### config.mk
export PLATFORM = sky130hd
export DESIGN_NAME = pfr_accum
export DESIGN_NICKNAME = d
export VERILOG_FILES = /design/src/design/polygon_frustum_reject_macros.svh /design/src/design/pfr_pkg.sv /design/src/design/pfr_accum.sv
export SDC_FILE = /design/constraint.sdc
export NUM_CORES = 1
export LEC_CHECK = 0
export BUFFER_PORTS_ARGS = -buffer_cell sky130_fd_sc_hd__buf_2
export CAP_MARGIN = 25
export CORE_AREA = 2 2 39 41
export DETAILED_ROUTE_END_ITERATION = 6
export DIE_AREA = 0 0 41 43
export PLACE_DENSITY = 0.72
export SETUP_SLACK_MARGIN = 0.4
export SLEW_MARGIN = 40
export SYNTH_ARGS = -nofsm -noshare
export SYNTH_HDL_FRONTEND = slang
export SYNTH_SLANG_ARGS = --single-unit
### constraint.sdc
create_clock -name clock -period 1.25 [get_ports clock]
set_input_delay 0.25 -clock clock [delete_from_list [all_inputs] [get_ports clock]]
set_output_delay 0.25 -clock clock [all_outputs]
set_load 0.01 [all_outputs]
### src/design/polygon_frustum_reject_macros.svh
// ---------------------------------------------------------------------------
// Assertion macros for the polygon frustum reject block
// Shared concurrent property forms, clocked on clock and disabled in reset.
// ---------------------------------------------------------------------------
`ifndef POLYGON_FRUSTUM_REJECT_MACROS_SVH
`define POLYGON_FRUSTUM_REJECT_MACROS_SVH

// Same-cycle implication
`define PFR_ASSERT_NOW(label, ante, cons) \
   label: assert property (@(posedge clock) disable iff (reset) (ante) |-> (cons)) \
      else $error("pfr: same-cycle property failed");

// Next-cycle implication
`define PFR_ASSERT_NEXT(label, ante, cons) \
   label: assert property (@(posedge clock) disable iff (reset) (ante) |=> (cons)) \
      else $error("pfr: next-cycle property failed");

`endif

### src/design/pfr_pkg.sv
// ---------------------------------------------------------------------------
// pfr_pkg
// Types and constants shared by the polygon frustum reject modules.
// ---------------------------------------------------------------------------
`default_nettype none

package pfr_pkg;

   // Register word indexes on the configuration port
   localparam logic [2:0] REG_CLIP_MODE     = 3'd0;
   localparam logic [2:0] REG_NEAR_PLANE    = 3'd1;
   localparam logic [2:0] REG_FAR_PLANE     = 3'd2;
   localparam logic [2:0] REG_HALF_WIDTH    = 3'd3;
   localparam logic [2:0] REG_HALF_HEIGHT   = 3'd4;
   localparam logic [2:0] REG_VIEW_DISTANCE = 3'd5;

   // Clip mode codes
   localparam logic MODE_DEPTH = 1'b0;
   localparam logic MODE_FULL  = 1'b1;

   // Register reset values
   localparam logic        RST_CLIP_MODE     = MODE_FULL;
   localparam logic [31:0] RST_NEAR_PLANE    = 32'd65536;
   localparam logic [31:0] RST_FAR_PLANE     = 32'd67108864;
   localparam logic [30:0] RST_HALF_WIDTH    = 31'd20971520;
   localparam logic [30:0] RST_HALF_HEIGHT   = 31'd15728640;
   localparam logic [30:0] RST_VIEW_DISTANCE = 31'd20971520;

   typedef struct packed {
      logic               clip_mode;
      logic signed [31:0] near_plane;
      logic signed [31:0] far_plane;
      logic [30:0]        half_width;
      logic [30:0]        half_height;
      logic [30:0]        view_distance;
   } cfg_type;

   // Per-vertex tests, and the per-polygon flags built from them
   typedef struct packed {
      logic before_near;
      logic past_far;
      logic inside_near;
      logic inside_far;
      logic right_of_left;
      logic left_of_right;
      logic above_bottom;
      logic below_top;
   } poly_flags_type;

   localparam poly_flags_type FLAGS_RESTART = '{
      before_near:   1'b1,
      past_far:      1'b1,
      inside_near:   1'b0,
      inside_far:    1'b0,
      right_of_left: 1'b0,
      left_of_right: 1'b0,
      above_bottom:  1'b0,
      below_top:     1'b0
   };

   typedef struct packed {
      logic           valid;
      logic           last;
      poly_flags_type hits;
   } vertex_status_type;

endpackage

`default_nettype wire

### src/design/pfr_accum.sv
// ---------------------------------------------------------------------------
// pfr_accum
// Gathers the per-polygon flags and registers the clipped decision on the
// last vertex of each polygon.
// ---------------------------------------------------------------------------
`default_nettype none

module pfr_accum (
   input  wire logic                       clock,
   input  wire logic                       reset,
   input  wire pfr_pkg::vertex_status_type status,
   input  wire logic                       clip_mode,
   output logic                            take,
   output logic                            rsp_tvalid,
   input  wire logic                       rsp_tready,
   output logic                            clipped
);

   pfr_pkg::poly_flags_type flags_ff, flags_in, merged;
   logic                    rsp_valid_ff, rsp_valid_in;
   logic                    clipped_ff, clipped_in;
   logic                    decision;

   // A last vertex waits while a result is still stalled
   assign take = status.valid & (~status.last | ~rsp_valid_ff | rsp_tready);

   // Merge this vertex into the polygon flags
   always_comb begin
      merged               = flags_ff;
      merged.before_near   = flags_ff.before_near   & status.hits.before_near;
      merged.past_far      = flags_ff.past_far      & status.hits.past_far;
      merged.inside_near   = flags_ff.inside_near   | status.hits.inside_near;
      merged.inside_far    = flags_ff.inside_far    | status.hits.inside_far;
      merged.right_of_left = flags_ff.right_of_left | status.hits.right_of_left;
      merged.left_of_right = flags_ff.left_of_right | status.hits.left_of_right;
      merged.above_bottom  = flags_ff.above_bottom  | status.hits.above_bottom;
      merged.below_top     = flags_ff.below_top     | status.hits.below_top;
   end

   // Clip decision from the merged flags
   always_comb begin
      case (clip_mode)
         pfr_pkg::MODE_DEPTH: decision = merged.before_near | merged.past_far;
         default: decision = ~merged.inside_near | ~merged.inside_far
                           | ~(merged.right_of_left & merged.left_of_right)
                           | ~(merged.above_bottom & merged.below_top);
      endcase
   end

   always_comb begin
      flags_in     = flags_ff;
      clipped_in   = clipped_ff;
      rsp_valid_in = rsp_valid_ff & ~rsp_tready;
      if (take) begin
         if (status.last) begin
            flags_in     = pfr_pkg::FLAGS_RESTART;
            clipped_in   = decision;
            rsp_valid_in = 1'b1;
         end else begin
            flags_in = merged;
         end
      end
   end

   always_ff @(posedge clock) begin
      if (reset) begin
         flags_ff     <= pfr_pkg::FLAGS_RESTART;
         rsp_valid_ff <= 1'b0;
      end else begin
         flags_ff     <= flags_in;
         rsp_valid_ff <= rsp_valid_in;
      end
   end

   // Result payload
   always_ff @(posedge clock) begin
      clipped_ff <= clipped_in;
   end

   assign rsp_tvalid = rsp_valid_ff;
   assign clipped    = clipped_ff;

endmodule

`default_nettype wire

==> flow_metrics.env <==
export IMPL_status="finished with violations"
export IMPL_violations="setup timing"
export IMPL_path_clk_slew_ns=0.07
export IMPL_hp_class="primary input to flop"
export IMPL_slew_headroom_pct=84.5
export IMPL_cts_root_buffer="clkbuf_4"
export IMPL_layout_common_cells="buf_2 (13), buf_6 (9), dfxtp_2 (8)"
export IMPL_cts_max_level=1
export IMPL_core_mm2=0.00138
export IMPL_clock_skew_ns=0.00655
export IMPL_fin_ws_ns=-0.0140
export IMPL_place_congestion=0.776
export IMPL_ant_nets=0
export IMPL_power_frac_seq_pct=45.8
export IMPL_drc=0
export IMPL_tightest_slew_ns=0.232
export IMPL_die_area_mm2=0.00176
export IMPL_cts_buffers=3
export IMPL_yosys_warnings=0
export IMPL_crit_end="take"
export IMPL_worstSetupStartpoint="rsp_tvalid$_SDFF_PP0_"
export IMPL_slew_viol_final=0
export IMPL_path_cells="nand3b_1 > and2_4 > buf_6"
export IMPL_dr_pass1_iters=4
export IMPL_cts_path_max_buffers=2
export IMPL_r2r_setup_slack_ns=0.04
export IMPL_finalNonFillerCells=93
export IMPL_io_pins=17
export IMPL_p_int_mw=0.562
export IMPL_viasPerCell=5.52
export IMPL_synth_fp_nets=61
export IMPL_diodes=0
export IMPL_synth_cell_types=18
export IMPL_worst_ep_required_time_ns=1.00
export IMPL_leakagePower_nw=0.335
export IMPL_hold_violations=0
export IMPL_portBuffers=16
export IMPL_vias=513
export IMPL_avgSynthCellArea_um2=10.2
export IMPL_start_util_pct=34.5
export IMPL_cp_arrival_ns=1.01
export IMPL_ir_drop_mv=0.667
export IMPL_critPathKind="flop to output pin"
export IMPL_fin_area_um2=837
export IMPL_worstRegToRegCells=6
export IMPL_min_period_over_period_pct=101
export IMPL_die_h_um=43
export IMPL_cp_start_kind="flop"
export IMPL_multi_input_area_um2=348
export IMPL_placed_cell_area_um2=583
export IMPL_fmax_mhz=791
export IMPL_wl_per_cell_um=15.2
export IMPL_grt_start_max_net_pins=10
export IMPL_cts_tree="yes"
export IMPL_rows=14
export IMPL_layout_commonest_cell="buf_2"
export IMPL_drv_cap=0
export IMPL_sw_frac_of_total_pct=28.5
export IMPL_r2r_end="flags_ff[1]$_SDFFE_PP0N_"
export IMPL_crit_path_max_fanout=2
export IMPL_grt_pass1_wl_um=1900
export IMPL_setup_violations=1
export IMPL_timing_rr_start="rsp_tvalid$_SDFF_PP0_"
export IMPL_track_usage_pct=16.7
export IMPL_critPathCaptureType="output pin"
export IMPL_drtIter0Drc=10
export IMPL_crit_buf_inv=1
export IMPL_dp_cells=79
export IMPL_netlist_instances=47
export IMPL_power_density_mw_per_mm2=939
export IMPL_hold_buffers=0
export IMPL_dieWidth_um=41
export IMPL_finalPower_mw=0.786
export IMPL_insertion_delay_ns=0.27
export IMPL_p_switching_mw=0.224
export IMPL_synth_seq_area_share_pct=44.0
export IMPL_final_layout_size_suffix_gt1_share_pct=77.9
export IMPL_wl_um=1420
export IMPL_layout_min_cycle_time_ns=1.26
export IMPL_crit_slowest_cell="dfxtp_4"
export IMPL_syn2layout_area_growth_pct=75.1
export IMPL_synth_seq_cells=10
export IMPL_comb_power_share_pct=24.1
export IMPL_fillCellCount=102
export IMPL_path_delay_family="flip-flops"
export IMPL_nets=92
export IMPL_overflow=0
export IMPL_cp_depth=3
export IMPL_cts_sinks=10
export IMPL_syn_area_um2=478
export IMPL_critPathMaxStageDelay_ns=0.34
export IMPL_seqCellArea_um2=224
export IMPL_antenna_found_initial=0
export IMPL_grt_pass1_vias=479
export IMPL_rsz0062_at_grt="true"
export IMPL_pwr_share_clk_pct=30.1
## cell families (layout without fill, tap and decap cells)
group | Yosys count | count (layout) | share of synthesized area [%]
buffers and inverters | 3 | 33 | 6.28
AOI/OAI and AO/OA | 18 | 18 | 22.8
DFF | 10 | 10 | 44.0
and+or+nand+nor | 16 | 16 | 27.0
## worst register-to-register path, cell delays in order, from the launching register on
cell and delay [ns]:
dfxtp_4 0.34, nand3b_1 0.12, buf_4 0.17, buf_6 0.11, buf_6 0.13, a31oi_4 0.17
nor3_2 0.05
## per-layer routing
metal | vias up | GRT usage, % | share of wire [%]
li1 | 239 | - | -
met1 | 234 | 17.3 | 37
met2 | 28 | 26.6 | 51
met3 | 12 | 2.09 | 6.1
met4 | 0 | 16.0 | 6.1
met5 | - | 0 | 0
## power groups by stage
stage | Clock, mW | Sequential [mW] | Combinational [mW]
2_1_floorplan | 0 | 0.360 | 0.0732
3_3_place_gp | 0 | 0.359 | 0.108
3_5_place_dp | 0 | 0.360 | 0.111
4_1_cts | 0.233 | 0.356 | 0.147
5_1_grt | 0.248 | 0.362 | 0.201
6_report | 0.236 | 0.360 | 0.190
## synth_stat cells, drive strengths merged
master | count | area, um^2
a31oi | 6 | 37.5
edfxtp | 1 | 30.0
nand2 | 1 | 3.75
o22ai | 2 | 12.5
nor2 | 3 | 11.3
nand3b | 1 | 7.51
buf | 3 | 30.0
o21bai | 2 | 15.0
o21ai | 1 | 5.00
dfxtp | 9 | 180
nor3 | 6 | 60.1
a221oi | 1 | 8.76
a21oi | 6 | 30.0
nand2b | 3 | 26.3
nor2b | 1 | 13.8
and2 | 1 | 6.26
## stage by stage
step | util [%] | TNS, ns | hold slack, ns | setup slack [ns]
floorplan | - | 0 | 0.411 | 0.280
global placement | 42.1 | 0 | 0.484 | 0.131
detailed placement | 42.1 | 0 | 0.489 | 0.0964
CTS | 52.3 | 0 | 0.286 | 0.00364
global route | 60.5 | -0.0348 | 0.309 | -0.0348
finish | 60.5 | -0.0140 | 0.281 | -0.0140
## flip-flops by register name, indices dropped and copies added, names as in the netlist
name	flops
clipped	1
flags_ff	8
rsp_tvalid	1
## worst min path at each step
stage / start / cells past startpoint / slack [ns] / endpoint
floorplan: status[8] / 2 / 0.41 / flags_ff[6]$_SDFFE_PP1N_
global placement: flags_ff[0]$_SDFFE_PP0N_ / 2 / 0.48 / flags_ff[0]$_SDFFE_PP0N_
detailed placement: flags_ff[3]$_SDFFE_PP0N_ / 2 / 0.49 / flags_ff[3]$_SDFFE_PP0N_
CTS: status[1] / 3 / 0.29 / flags_ff[1]$_SDFFE_PP0N_
global route: reset / 2 / 0.31 / rsp_tvalid$_SDFF_PP0_
finish: reset / 2 / 0.28 / rsp_tvalid$_SDFF_PP0_
## layout make-up
type / instances / area share [%]
multi-input combinational: 34 / 41.6
sequential: 10 / 26.8
timing repair buffer: 29 / 26.2
clock buffer: 3 / 2.69
tap: 16 / 2.39
clock inverter: 1 / 0.448
## what timing repair did
item,CTS,global route
gates resized for setup,13,20
setup buffers,5,5
cloned,0,0
setup endpoints to repair,11,14
pin swaps,5,4
Note: power is estimated with default switching activity, not from simulation.
