$ cat config.mk
export PLATFORM = sky130hd
export DESIGN_NAME = pfr_csr
export DESIGN_NICKNAME = d
export VERILOG_FILES = /design/src/design/polygon_frustum_reject_macros.svh /design/src/design/pfr_pkg.sv /design/src/design/pfr_csr.sv
export SDC_FILE = /design/constraint.sdc
export NUM_CORES = 1
export LEC_CHECK = 0
export BUFFER_PORTS_ARGS = -buffer_cell sky130_fd_sc_hd__buf_2
export CAP_MARGIN = 20
export CORE_MARGIN = 4
export CORE_UTILIZATION = 50
export DETAILED_ROUTE_END_ITERATION = 8
export GPL_ROUTABILITY_DRIVEN = 0
export PLACE_DENSITY_LB_ADDON = 0.2
export SLEW_MARGIN = 20
export SYNTH_ARGS = -nofsm -noshare
export SYNTH_HDL_FRONTEND = slang
export SYNTH_SLANG_ARGS = --single-unit
$ cat constraint.sdc
create_clock -name clock -period 1.6 [get_ports clock]
set_clock_uncertainty 0.15 [all_clocks]
set_input_delay 0.16 -clock clock [delete_from_list [all_inputs] [get_ports clock]]
set_output_delay 0.16 -clock clock [all_outputs]
set_load 0.005 [all_outputs]
$ cat src/design/polygon_frustum_reject_macros.svh
// ---------------------------------------------------------------------------
// Assertion macros for the polygon frustum reject block
// Shared concurrent property forms, clocked on clock and disabled in reset.
// ---------------------------------------------------------------------------
`ifndef POLYGON_FRUSTUM_REJECT_MACROS_SVH
`define POLYGON_FRUSTUM_REJECT_MACROS_SVH

// Same-cycle implication
`define PFR_ASSERT_NOW(label, ante, cons) \
   label: assert property (@(posedge clock) disable iff (reset) (ante) |-> (cons)) \
      else $error("pfr: same-cycle property failed");

// Next-cycle implication
`define PFR_ASSERT_NEXT(label, ante, cons) \
   label: assert property (@(posedge clock) disable iff (reset) (ante) |=> (cons)) \
      else $error("pfr: next-cycle property failed");

`endif

$ cat src/design/pfr_pkg.sv
// ---------------------------------------------------------------------------
// pfr_pkg
// Types and constants shared by the polygon frustum reject modules.
// ---------------------------------------------------------------------------
`default_nettype none

package pfr_pkg;

   // Register word indexes on the configuration port
   localparam logic [2:0] REG_CLIP_MODE     = 3'd0;
   localparam logic [2:0] REG_NEAR_PLANE    = 3'd1;
   localparam logic [2:0] REG_FAR_PLANE     = 3'd2;
   localparam logic [2:0] REG_HALF_WIDTH    = 3'd3;
   localparam logic [2:0] REG_HALF_HEIGHT   = 3'd4;
   localparam logic [2:0] REG_VIEW_DISTANCE = 3'd5;

   // Clip mode codes
   localparam logic MODE_DEPTH = 1'b0;
   localparam logic MODE_FULL  = 1'b1;

   // Register reset values
   localparam logic        RST_CLIP_MODE     = MODE_FULL;
   localparam logic [31:0] RST_NEAR_PLANE    = 32'd65536;
   localparam logic [31:0] RST_FAR_PLANE     = 32'd67108864;
   localparam logic [30:0] RST_HALF_WIDTH    = 31'd20971520;
   localparam logic [30:0] RST_HALF_HEIGHT   = 31'd15728640;
   localparam logic [30:0] RST_VIEW_DISTANCE = 31'd20971520;

   typedef struct packed {
      logic               clip_mode;
      logic signed [31:0] near_plane;
      logic signed [31:0] far_plane;
      logic [30:0]        half_width;
      logic [30:0]        half_height;
      logic [30:0]        view_distance;
   } cfg_type;

   // Per-vertex tests, and the per-polygon flags built from them
   typedef struct packed {
      logic before_near;
      logic past_far;
      logic inside_near;
      logic inside_far;
      logic right_of_left;
      logic left_of_right;
      logic above_bottom;
      logic below_top;
   } poly_flags_type;

   localparam poly_flags_type FLAGS_RESTART = '{
      before_near:   1'b1,
      past_far:      1'b1,
      inside_near:   1'b0,
      inside_far:    1'b0,
      right_of_left: 1'b0,
      left_of_right: 1'b0,
      above_bottom:  1'b0,
      below_top:     1'b0
   };

   typedef struct packed {
      logic           valid;
      logic           last;
      poly_flags_type hits;
   } vertex_status_type;

endpackage

`default_nettype wire

$ cat src/design/pfr_csr.sv
// ---------------------------------------------------------------------------
// pfr_csr
// Configuration registers behind an APB-style slave port.
// ---------------------------------------------------------------------------
`default_nettype none

module pfr_csr (
   input  wire logic             clock,
   input  wire logic             reset,
   input  wire logic             csr_psel,
   input  wire logic             csr_penable,
   input  wire logic             csr_pwrite,
   input  wire logic [4:0]       csr_paddr,
   input  wire logic [31:0]      csr_pwdata,
   output logic [31:0]           csr_prdata,
   output logic                  csr_pready,
   output pfr_pkg::cfg_type      cfg
);

   pfr_pkg::cfg_type cfg_ff;
   pfr_pkg::cfg_type cfg_in;
   logic             wr_en;
   logic [2:0]       word_idx;

   assign csr_pready = 1'b1;
   assign word_idx   = csr_paddr[4:2];
   assign wr_en      = csr_psel & csr_penable & csr_pwrite & csr_pready;

   // Decode the write transaction
   always_comb begin
      cfg_in = cfg_ff;
      if (wr_en) begin
         unique case (word_idx)
            pfr_pkg::REG_CLIP_MODE:     cfg_in.clip_mode     = csr_pwdata[0];
            pfr_pkg::REG_NEAR_PLANE:    cfg_in.near_plane    = $signed(csr_pwdata);
            pfr_pkg::REG_FAR_PLANE:     cfg_in.far_plane     = $signed(csr_pwdata);
            pfr_pkg::REG_HALF_WIDTH:    cfg_in.half_width    = csr_pwdata[30:0];
            pfr_pkg::REG_HALF_HEIGHT:   cfg_in.half_height   = csr_pwdata[30:0];
            pfr_pkg::REG_VIEW_DISTANCE: cfg_in.view_distance = csr_pwdata[30:0];
            default: ;
         endcase
      end
   end

   always_ff @(posedge clock) begin
      if (reset) begin
         cfg_ff.clip_mode     <= pfr_pkg::RST_CLIP_MODE;
         cfg_ff.near_plane    <= $signed(pfr_pkg::RST_NEAR_PLANE);
         cfg_ff.far_plane     <= $signed(pfr_pkg::RST_FAR_PLANE);
         cfg_ff.half_width    <= pfr_pkg::RST_HALF_WIDTH;
         cfg_ff.half_height   <= pfr_pkg::RST_HALF_HEIGHT;
         cfg_ff.view_distance <= pfr_pkg::RST_VIEW_DISTANCE;
      end else begin
         cfg_ff <= cfg_in;
      end
   end

   // Read back
   always_comb begin
      unique case (word_idx)
         pfr_pkg::REG_CLIP_MODE:     csr_prdata = {31'd0, cfg_ff.clip_mode};
         pfr_pkg::REG_NEAR_PLANE:    csr_prdata = cfg_ff.near_plane;
         pfr_pkg::REG_FAR_PLANE:     csr_prdata = cfg_ff.far_plane;
         pfr_pkg::REG_HALF_WIDTH:    csr_prdata = {1'b0, cfg_ff.half_width};
         pfr_pkg::REG_HALF_HEIGHT:   csr_prdata = {1'b0, cfg_ff.half_height};
         pfr_pkg::REG_VIEW_DISTANCE: csr_prdata = {1'b0, cfg_ff.view_distance};
         default:                    csr_prdata = 32'd0;
      endcase
   end

   assign cfg = cfg_ff;

endmodule

`default_nettype wire

==> run_results.csv, run 1 <==
group,metric,value,unit
power,p_per_area,840.9,nW/um^2
finish,instances_no_fill,1316,
finish,area_delta_synth_final,38.74,%
timing,timing.final.ws_setup,-183.3,ps
clocking,worstSkewPairLatency,410,ps
status,violations,"setup timing",
logic_synthesis,syn_area,7357,sq um
drt,antenna_left,0,
placement,dp_hpwl,15940,um
global_route,grt_overflow,0,
finish,layout_common_cells,"buf_2, o21ai_0, dfxtp_1",
logic_synthesis,avgSynthCellArea,8.811,sq um
placement,port_buffers,229,
floorplanning,start_util,50.81,%
drt,finalWirelength,24440,um
placement,dp_cells,1219,
timing,holdWs,44.75,ps
drt,drt_iter0_drc,565,
logic_synthesis,syn_inst,835,
timing,rsz0062_at_grt,"true",
worst_hold_path,worstHoldStart,"csr_paddr[4]",
logic_synthesis,synth_top_area_share,42.99,%
timing,slew_viol_final,0,
floorplanning,design.core.area,14480,sq um
logic_synthesis,synth.area.mux_share,10.39,%
critical_path,path_max_fanout,2,
clocking,root_buffer,"clkbuf_16",
drt,viasPerCell,5.673,
drt,wl_per_cell,18.57,um
timing,period_share,111.5,%
critical_path,critical_path_class,"reg -> out",
floorplanning,ios,233,
logic_synthesis,synth_top_family_by_area,"compound AO/OA/AOI/OAI gates",
timing,period_minus_slack,1783,ps
global_route,antenna_found_initial,1,
drt,first_pass_iters,5,
global_route,grt_pass1_wl,38240,um
logic_synthesis,yosysSeqAreaShare,42.99,%
timing,setup-violations-final,31,
clocking,htreeDepth,4,
drt,drc,0,
clocking,cts_buffers,17,
critical_path,arrival,1470,ps
critical_path,end_kind,"output port",
logic_synthesis,synth_nets,877,
global_route,first_global_vias,7066,
clocking,clock_path_buffers,2,
clocking,tritoncts,"yes",
finish,layout.nets,1162,
floorplanning,die_y,129.3,um
finish,postLayoutCoreUtil,70.50,%
floorplanning,num_rows,44,
global_route,grt_max_degree,52,
power,ir_worst_vdd,0.7381,mV
timing,max_freq,560.8,MHz
logic_synthesis,ys_warn_count,0,
critical_path,crit_start,"cfg[62]$_SDFFE_PP0P_",
logic_synthesis,ys_top_cells_by_area,"dfxtp_1, o21ai_0, mux2i_1",
logic_synthesis,synthXorXnorAreaFrac,0,%
clocking,clk_pin_slew,60,ps
finish,drive_gt1_share,36.87,%
timing,hold_viol,0,
drt,vias,7466,
clocking,cts.sinks,158,
global_route,grt_usage,29.05,%
floorplanning,die-area,16720,sq um
logic_synthesis,ys_types,35,
logic_synthesis,ys_ff_latch,158,
logic_synthesis,synth-simple-area-share,17.72,%
power,leakage,0.004589,uW
finish,largest_reg_flops,158,
critical_path,r2r_setup_slack,220,ps
logic_synthesis,synth_compound_area_share,23.55,%
floorplanning,die_w,129.3,um
job,cap_violations,0,
logic_synthesis,synthAdderAreaFrac,0,%
finish,layout_commonest_cell,"buf_2",
logic_synthesis,yosysTopAreaCell,"dfxtp_1",
critical_path,rr_startpoint,"cfg[75]$_SDFFE_PP0P_",
critical_path,start_kind,"register",
critical_path,crit_required,1290,ps
status,status,"finished with violations",
worst_hold_path,min_path_type,"in -> reg",
## per-layer routing
| metal | up-vias | GRT usage [%] | wire [um] |
|---|---|---|---|
| met1 | 3547 | 38.83 | 10560 |
| li1 | 3537 | - | - |
| met2 | 349 | 46.65 | 11420 |
| met4 | 0 | 10.81 | 586 |
| met3 | 33 | 5.812 | 1880 |
| met5 | - | 0 | 0 |
## worst max-delay path, cell delays in order (launching register included)
cell and delay (ps):
dfxtp_2 320, mux4_2 460, inv_2 70, o22ai_2 60
buf_2 140
## worst paths after layout
path | to | cells after the start
setup / recovery | csr_prdata[0] | 4
hold / removal | cfg[157]$_SDFFE_PP1P_ | 3
setup reg to reg | cfg[75]$_SDFFE_PP0P_ | 3
hold reg to reg | cfg[92]$_SDFFE_PP0P_ | 2
## Yosys cell counts, drive strengths merged
cell type / instances
nand2: 1
nor2b: 89
o22ai: 1
or2: 2
conb: 1
dfxtp: 158
mux2: 1
inv: 1
a221oi: 1
nand4: 1
clkbuf: 57
mux4: 1
nand4b: 1
o21a: 1
nor3b: 2
nand3b: 1
or3: 1
a21oi: 30
and2: 1
o2bb2ai: 29
nor3: 2
buf: 30
a221o: 29
nand2b: 66
and4: 1
o21ai: 203
nand3: 29
nor2: 22
mux2i: 73
## per-stage QoR
step,worst slack (ps),power [uW],instance area (sq um),setup TNS [ps]
3_5_place_dp,-43.01,4743,8964,-683.0
4_1_cts,-201.2,8620,10150,-1991
2_1_floorplan,116.8,4421,7357,0
5_1_grt,-229.2,8870,10210,-3836
6_report,-183.3,8583,10210,-1421
3_3_place_gp,-36.92,4740,8964,-295.6
## kinds of logic after synthesis
family	count (synthesis)
AO/OA/AOI/OAI	294
flip-flops	158
multiplexers	75
AND/OR/NAND/NOR	219
buffers and inverters	88
other	1
## layout make-up
cell class,count,area [sq um]
Timing Repair Buffer,353,2340
Multi-Input combinational cell,589,3849
Antenna cell,1,2.502
Clock buffer,21,450.4
Sequential cell,158,3237
Clock inverter,9,95.09
Tap cell,184,230.2
Fill cell,1214,4272
Inverter,1,3.754
## power by group
group / switching [uW] / internal (uW)
Clock: 1530 / 2300
Sequential: 22.8 / 3970
Combinational: 430 / 335
## what timing repair did
| item | CTS | global route |
|---|---|---|
| resized for setup | 53 | 16 |
| buffers inserted | 28 | 2 |
| endpoints found under the hold margin | 153 | 0 |
| hold buffers | 36 | 0 |
| pin swaps | 6 | 6 |
| gates cloned | 0 | 0 |
| endpoints found under the setup margin | 31 | 33 |
No activity file was read; power rests on OpenSTA's default activity.
==> run 2, diff against run 1 <==
Settings changed: PLACE_DENSITY from default to 0.79, PLACE_DENSITY_LB_ADDON 0.2 to default.
==> run_results.csv, run 2 (same netlist as run 1, synthesis figures left out) <==
group,metric,value,unit
drt,drc,0,
drt,finalWirelength,25540,um
drt,drt_iter0_drc,791,
worst_hold_path,min_path_type,"in -> reg",
critical_path,rr_startpoint,"cfg[67]$_SDFFE_PP0P_",
power,leakage,0.004593,uW
global_route,grt_usage,29.77,%
floorplanning,die-area,16720,sq um
floorplanning,ios,233,
power,p_per_area,861.4,nW/um^2
floorplanning,design.core.area,14480,sq um
drt,vias,7612,
placement,dp_hpwl,16180,um
global_route,grt_overflow,0,
placement,port_buffers,229,
timing,hold_viol,0,
critical_path,cp_cell_sequence,"mux4_2 > inv_2 > o22ai_2 > buf_2",
power,ir_worst_vdd,0.7610,mV
clocking,htreeDepth,4,
floorplanning,start_util,50.81,%
finish,instances_no_fill,1314,
drt,antenna_left,0,
finish,largest_reg_flops,158,
finish,area_delta_synth_final,39.32,%
timing,period_minus_slack,1754,ps
finish,layout_commonest_cell,"buf_2",
timing,timing.final.ws_setup,-154.5,ps
critical_path,crit_start,"cfg[62]$_SDFFE_PP0P_",
clocking,clock_path_buffers,2,
clocking,cts.sinks,158,
floorplanning,die_w,129.3,um
global_route,first_global_vias,7175,
drt,wl_per_cell,19.44,um
critical_path,crit_required,1290,ps
timing,period_share,109.7,%
timing,fin_tns_setup,-1655,ps
finish,layout.nets,1159,
status,status,"finished with violations",
critical_path,arrival,1440,ps
finish,postLayoutCoreUtil,70.79,%
job,cap_violations,0,
worst_hold_path,worstHoldStart,"reset",
timing,max_freq,570.0,MHz
floorplanning,num_rows,44,
floorplanning,die_y,129.3,um
global_route,antenna_found_initial,3,
finish,layout_common_cells,"buf_2, o21ai_0, dfxtp_1",
timing,setup-violations-final,31,
clocking,cts_buffers,17,
clocking,tritoncts,"yes",
critical_path,crit_slowest_cell,"mux4_2",
power,power,8829,uW
clocking,clk_pin_slew,60,ps
clocking,root_buffer,"clkbuf_16",
global_route,grt_pass1_wl,39010,um
timing,slew_viol_final,0,
critical_path,cpPeakStageDelay,460,ps
critical_path,critical_path_class,"reg -> out",
global_route,grt_max_degree,49,
critical_path,start_kind,"register",
critical_path,end_kind,"output port",
timing,rsz0062_at_grt,"true",
drt,viasPerCell,5.793,
drt,first_pass_iters,5,
status,violations,"setup timing",
clocking,worstSkewPairLatency,420,ps
finish,fill_cells,1107,
placement,dp_cells,1213,
critical_path,path_max_fanout,2,
finish,drive_gt1_share,37.36,%
[run 2: cell types whose count changed in the layout (fill, tap and decap cells not counted), sizes merged]
cell and delta:
clkinv -4, diode +2, clkinvlp +1, bufinv +1
dlygate4sd3 -2
[run 2: metal layers]
metal,vias to the layer above,track usage [%],wire (um)
met4,0,12.35,766
met5,-,0,0
met3,66,6.884,2213
li1,3524,-,-
met2,423,47.84,12050
met1,3599,38.69,10510
[run 2: path summary, 6_finish.rpt]
path                            cells after the start              endpoint  slack [ps]
worst max-delay path                                4         csr_prdata[0]        -150
worst min-delay path                                2  cfg[64]$_SDFFE_PP0P_          60
worst max register to register                      3  cfg[67]$_SDFFE_PP0P_         250
worst min register to register                      2  cfg[81]$_SDFFE_PP0P_         340
[run 2: cell type report]
class                   count  area, sq um  share of cell area [%]
diodes                      3        7.507                 0.07324
well taps                 184        230.2                   2.246
clock buffers              22        474.2                   4.626
multi-input cells         589         3880                   37.85
repair buffers            350         2303                   22.47
flip-flops and latches    158         3238                   31.59
clock inverters             7        112.6                   1.099
inverters                   1        3.754                 0.03662
[run 2: repair_timing]
action,CTS,global route
setup buffers,31,4
setup endpoints to repair,31,33
pin swaps,3,7
hold endpoints to repair,154,0
hold buffers,34,0
resized for setup,61,15
[run 2: report_power, final]
part	internal (uW)	leakage (uW)	total, uW	switching, uW
logic	319	0.00301	751	433
registers	3960	0.00130	3990	24.0
clock network	2540	0.000288	4090	1550
total	6830	0.00459	8830	2000
[run 2: through the flow]
stage / hold WS (ps) / instance area, sq um / setup slack, ps
2_1_floorplan: 157.7 / 7357 / 116.8
3_3_place_gp: 277.1 / 8909 / -68.62
3_5_place_dp: 280.5 / 8909 / -93.87
4_1_cts: 35.45 / 10160 / -160.0
5_1_grt: 68.69 / 10250 / -204.2
6_report: 56.87 / 10250 / -154.5
[run 2: critical path: cells and delay by family (launching register included)]
| kind | cells | cell delay [ps] |
|---|---|---|
| AOI/OAI and AO/OA | 1 | 50 |
| muxes | 1 | 460 |
| buffers and inverters | 2 | 200 |
| DFF | 1 | 320 |
==> run 3, diff against run 2 <==
--- a/constraint.sdc
+++ b/constraint.sdc
@@ -4,2 +4,2 @@
 set_output_delay 0.16 -clock clock [all_outputs]
-set_load 0.005 [all_outputs]
+set_load 0.1 [all_outputs]
==> run_results.csv, run 3 (same netlist as run 1, synthesis figures left out) <==
group,metric,value,unit
clocking,tritoncts,"yes",
critical_path,crit_required,1290,ps
power,switchingPower,2359,uW
global_route,grt_usage,31.03,%
floorplanning,ios,233,
critical_path,reg2reg_depth,4,
floorplanning,num_rows,44,
power,leakage,0.004812,uW
drt,wl_per_cell,20.29,um
placement,port_buffers,229,
status,status,"finished with violations",
power,pwr-share-comb,12.8,%
drt,vias,7664,
critical_path,end_kind,"output port",
critical_path,rr_startpoint,"cfg[6]$_SDFFE_PP0P_",
drt,drc,0,
critical_path,rr_endpoint,"cfg[6]$_SDFFE_PP0P_",
finish,fin_area,11210,sq um
worst_hold_path,min_path_type,"in -> reg",
clocking,cts.sinks,158,
timing,period_share,117.8,%
placement,placed_area,9953,sq um
timing,period_minus_slack,1885,ps
clocking,clock_path_buffers,2,
worst_hold_path,worstHoldStart,"reset",
finish,layout.nets,1157,
global_route,first_global_vias,7478,
worst_hold_path,min_to,"cfg[70]$_SDFFE_PP0P_",
job,cap_violations,0,
status,violations,"setup timing",
global_route,grt_max_degree,96,
critical_path,arrival,1570,ps
power,ir_worst_vdd,0.7842,mV
global_route,antenna_found_initial,0,
critical_path,r2r_setup_slack,510,ps
global_route,grt_pass1_wl,40790,um
power,seqPwrFrac,42.1,%
floorplanning,design.core.area,14480,sq um
clocking,worstSkewPairLatency,420,ps
power,p_int,7000,uW
power,p_per_area,834.9,nW/um^2
floorplanning,die-area,16720,sq um
clocking,htreeDepth,4,
timing,rsz0062_at_grt,"true",
timing,max_freq,530.6,MHz
floorplanning,die_y,129.3,um
drt,antenna_left,0,
clocking,root_buffer,"clkbuf_16",
timing,timing.final.ws_setup,-284.5,ps
floorplanning,die_w,129.3,um
worst_hold_path,whs_path_depth,3,
critical_path,start_kind,"register",
clocking,cts_buffers,17,
finish,drive_gt1_share,49.38,%
critical_path,critical_path_class,"reg -> out",
power,p_clk_share,45.1,%
placement,dp_hpwl,17310,um
drt,first_pass_iters,5,
finish,antenna_cells,0,
timing,slew_headroom,65.56,%
drt,finalWirelength,26580,um
finish,largest_reg_flops,158,
global_route,grt_overflow,0,
clocking,clk_pin_slew,60,ps
timing,tightest_slew,520.2,ps
power,sw_frac_of_total,25.20,%
drt,drt_iter0_drc,737,
floorplanning,start_util,50.81,%
timing,setup-violations-final,31,
power,power,9359,uW
finish,layout_commonest_cell,"o21ai_0",
finish,fill_cells,954,
timing,hold_viol,0,
finish,area_delta_synth_final,52.36,%
finish,layout_common_cells,"o21ai_0, buf_2, dfxtp_2",
critical_path,path_max_fanout,2,
drt,viasPerCell,5.850,
timing,slew_viol_final,0,
==> run 3: cell type report <==
cell class | instances | area (sq um) | area share (%)
multi-input combinational | 589 | 4060 | 36.22
sequential | 158 | 3438 | 30.67
timing repair buffer | 348 | 2854 | 25.46
clock buffer | 26 | 551.8 | 4.922
tap | 184 | 230.2 | 2.054
clock inverter | 4 | 71.32 | 0.6362
inverter | 1 | 3.754 | 0.03349
==> run 3: per-stage QoR <==
step / hold slack (ps) / TNS (ps) / std cells / utilization (%) / worst slack [ps]
3_3_place_gp: 265.8 / -11600 / 1225 / 68.74 / -174.1
6_report: 98.80 / -6280 / 1310 / 77.42 / -284.5
5_1_grt: 101.0 / -8170 / 1310 / 77.42 / -360.3
3_5_place_dp: 274.4 / -15190 / 1225 / 68.74 / -190.7
2_1_floorplan: 147.3 / -1647 / 835 / - / -96.76
4_1_cts: 65.15 / -6517 / 1306 / 76.56 / -304.2
==> run 3: worst max-delay path by stage <==
stage                          startpoint  depth (start not counted)        endpoint
finish              cfg[143]$_SDFFE_PP0P_                          5  csr_prdata[18]
global route        cfg[143]$_SDFFE_PP0P_                          5  csr_prdata[18]
CTS                 cfg[143]$_SDFFE_PP0P_                          5  csr_prdata[18]
detailed placement           csr_paddr[2]                          7   csr_prdata[2]
global placement             csr_paddr[2]                          7   csr_prdata[2]
floorplan            cfg[93]$_SDFFE_PP0P_                          3   csr_prdata[0]
==> run 3: worst max-delay path, cell delays in order, from the launching register on <==
cell and delay (ps):
dfxtp_4 340, mux2_4 260, a221oi_2 200, buf_4 150
nor2_4 40, buf_12 160
==> run 3: power groups by stage <==
stage | Sequential, uW | Clock (uW) | Combinational [uW]
floorplan | 4240 | 0 | 497
global placement | 4030 | 0 | 1080
detailed placement | 4030 | 0 | 1090
CTS | 3940 | 4250 | 1170
global route | 3940 | 4420 | 1250
finish | 3940 | 4220 | 1200
==> run 3: metal layers <==
layer	track usage [%]	vias up	wire length, um
met5	0	-	0
met4	11.24	0	588
met3	6.719	54	2178
met2	51.92	386	13070
met1	39.54	3710	10740
li1	-	3514	-
==> run 3: what timing repair did <==
| item | in CTS | in global routing |
|---|---|---|
| pin swaps | 4 | 7 |
| gates cloned | 0 | 1 |
| hold endpoints to repair | 153 | 0 |
| gates resized for setup | 15 | 22 |
| setup buffers | 19 | 3 |
| hold buffers | 32 | 0 |
| endpoints found under the setup margin | 32 | 44 |
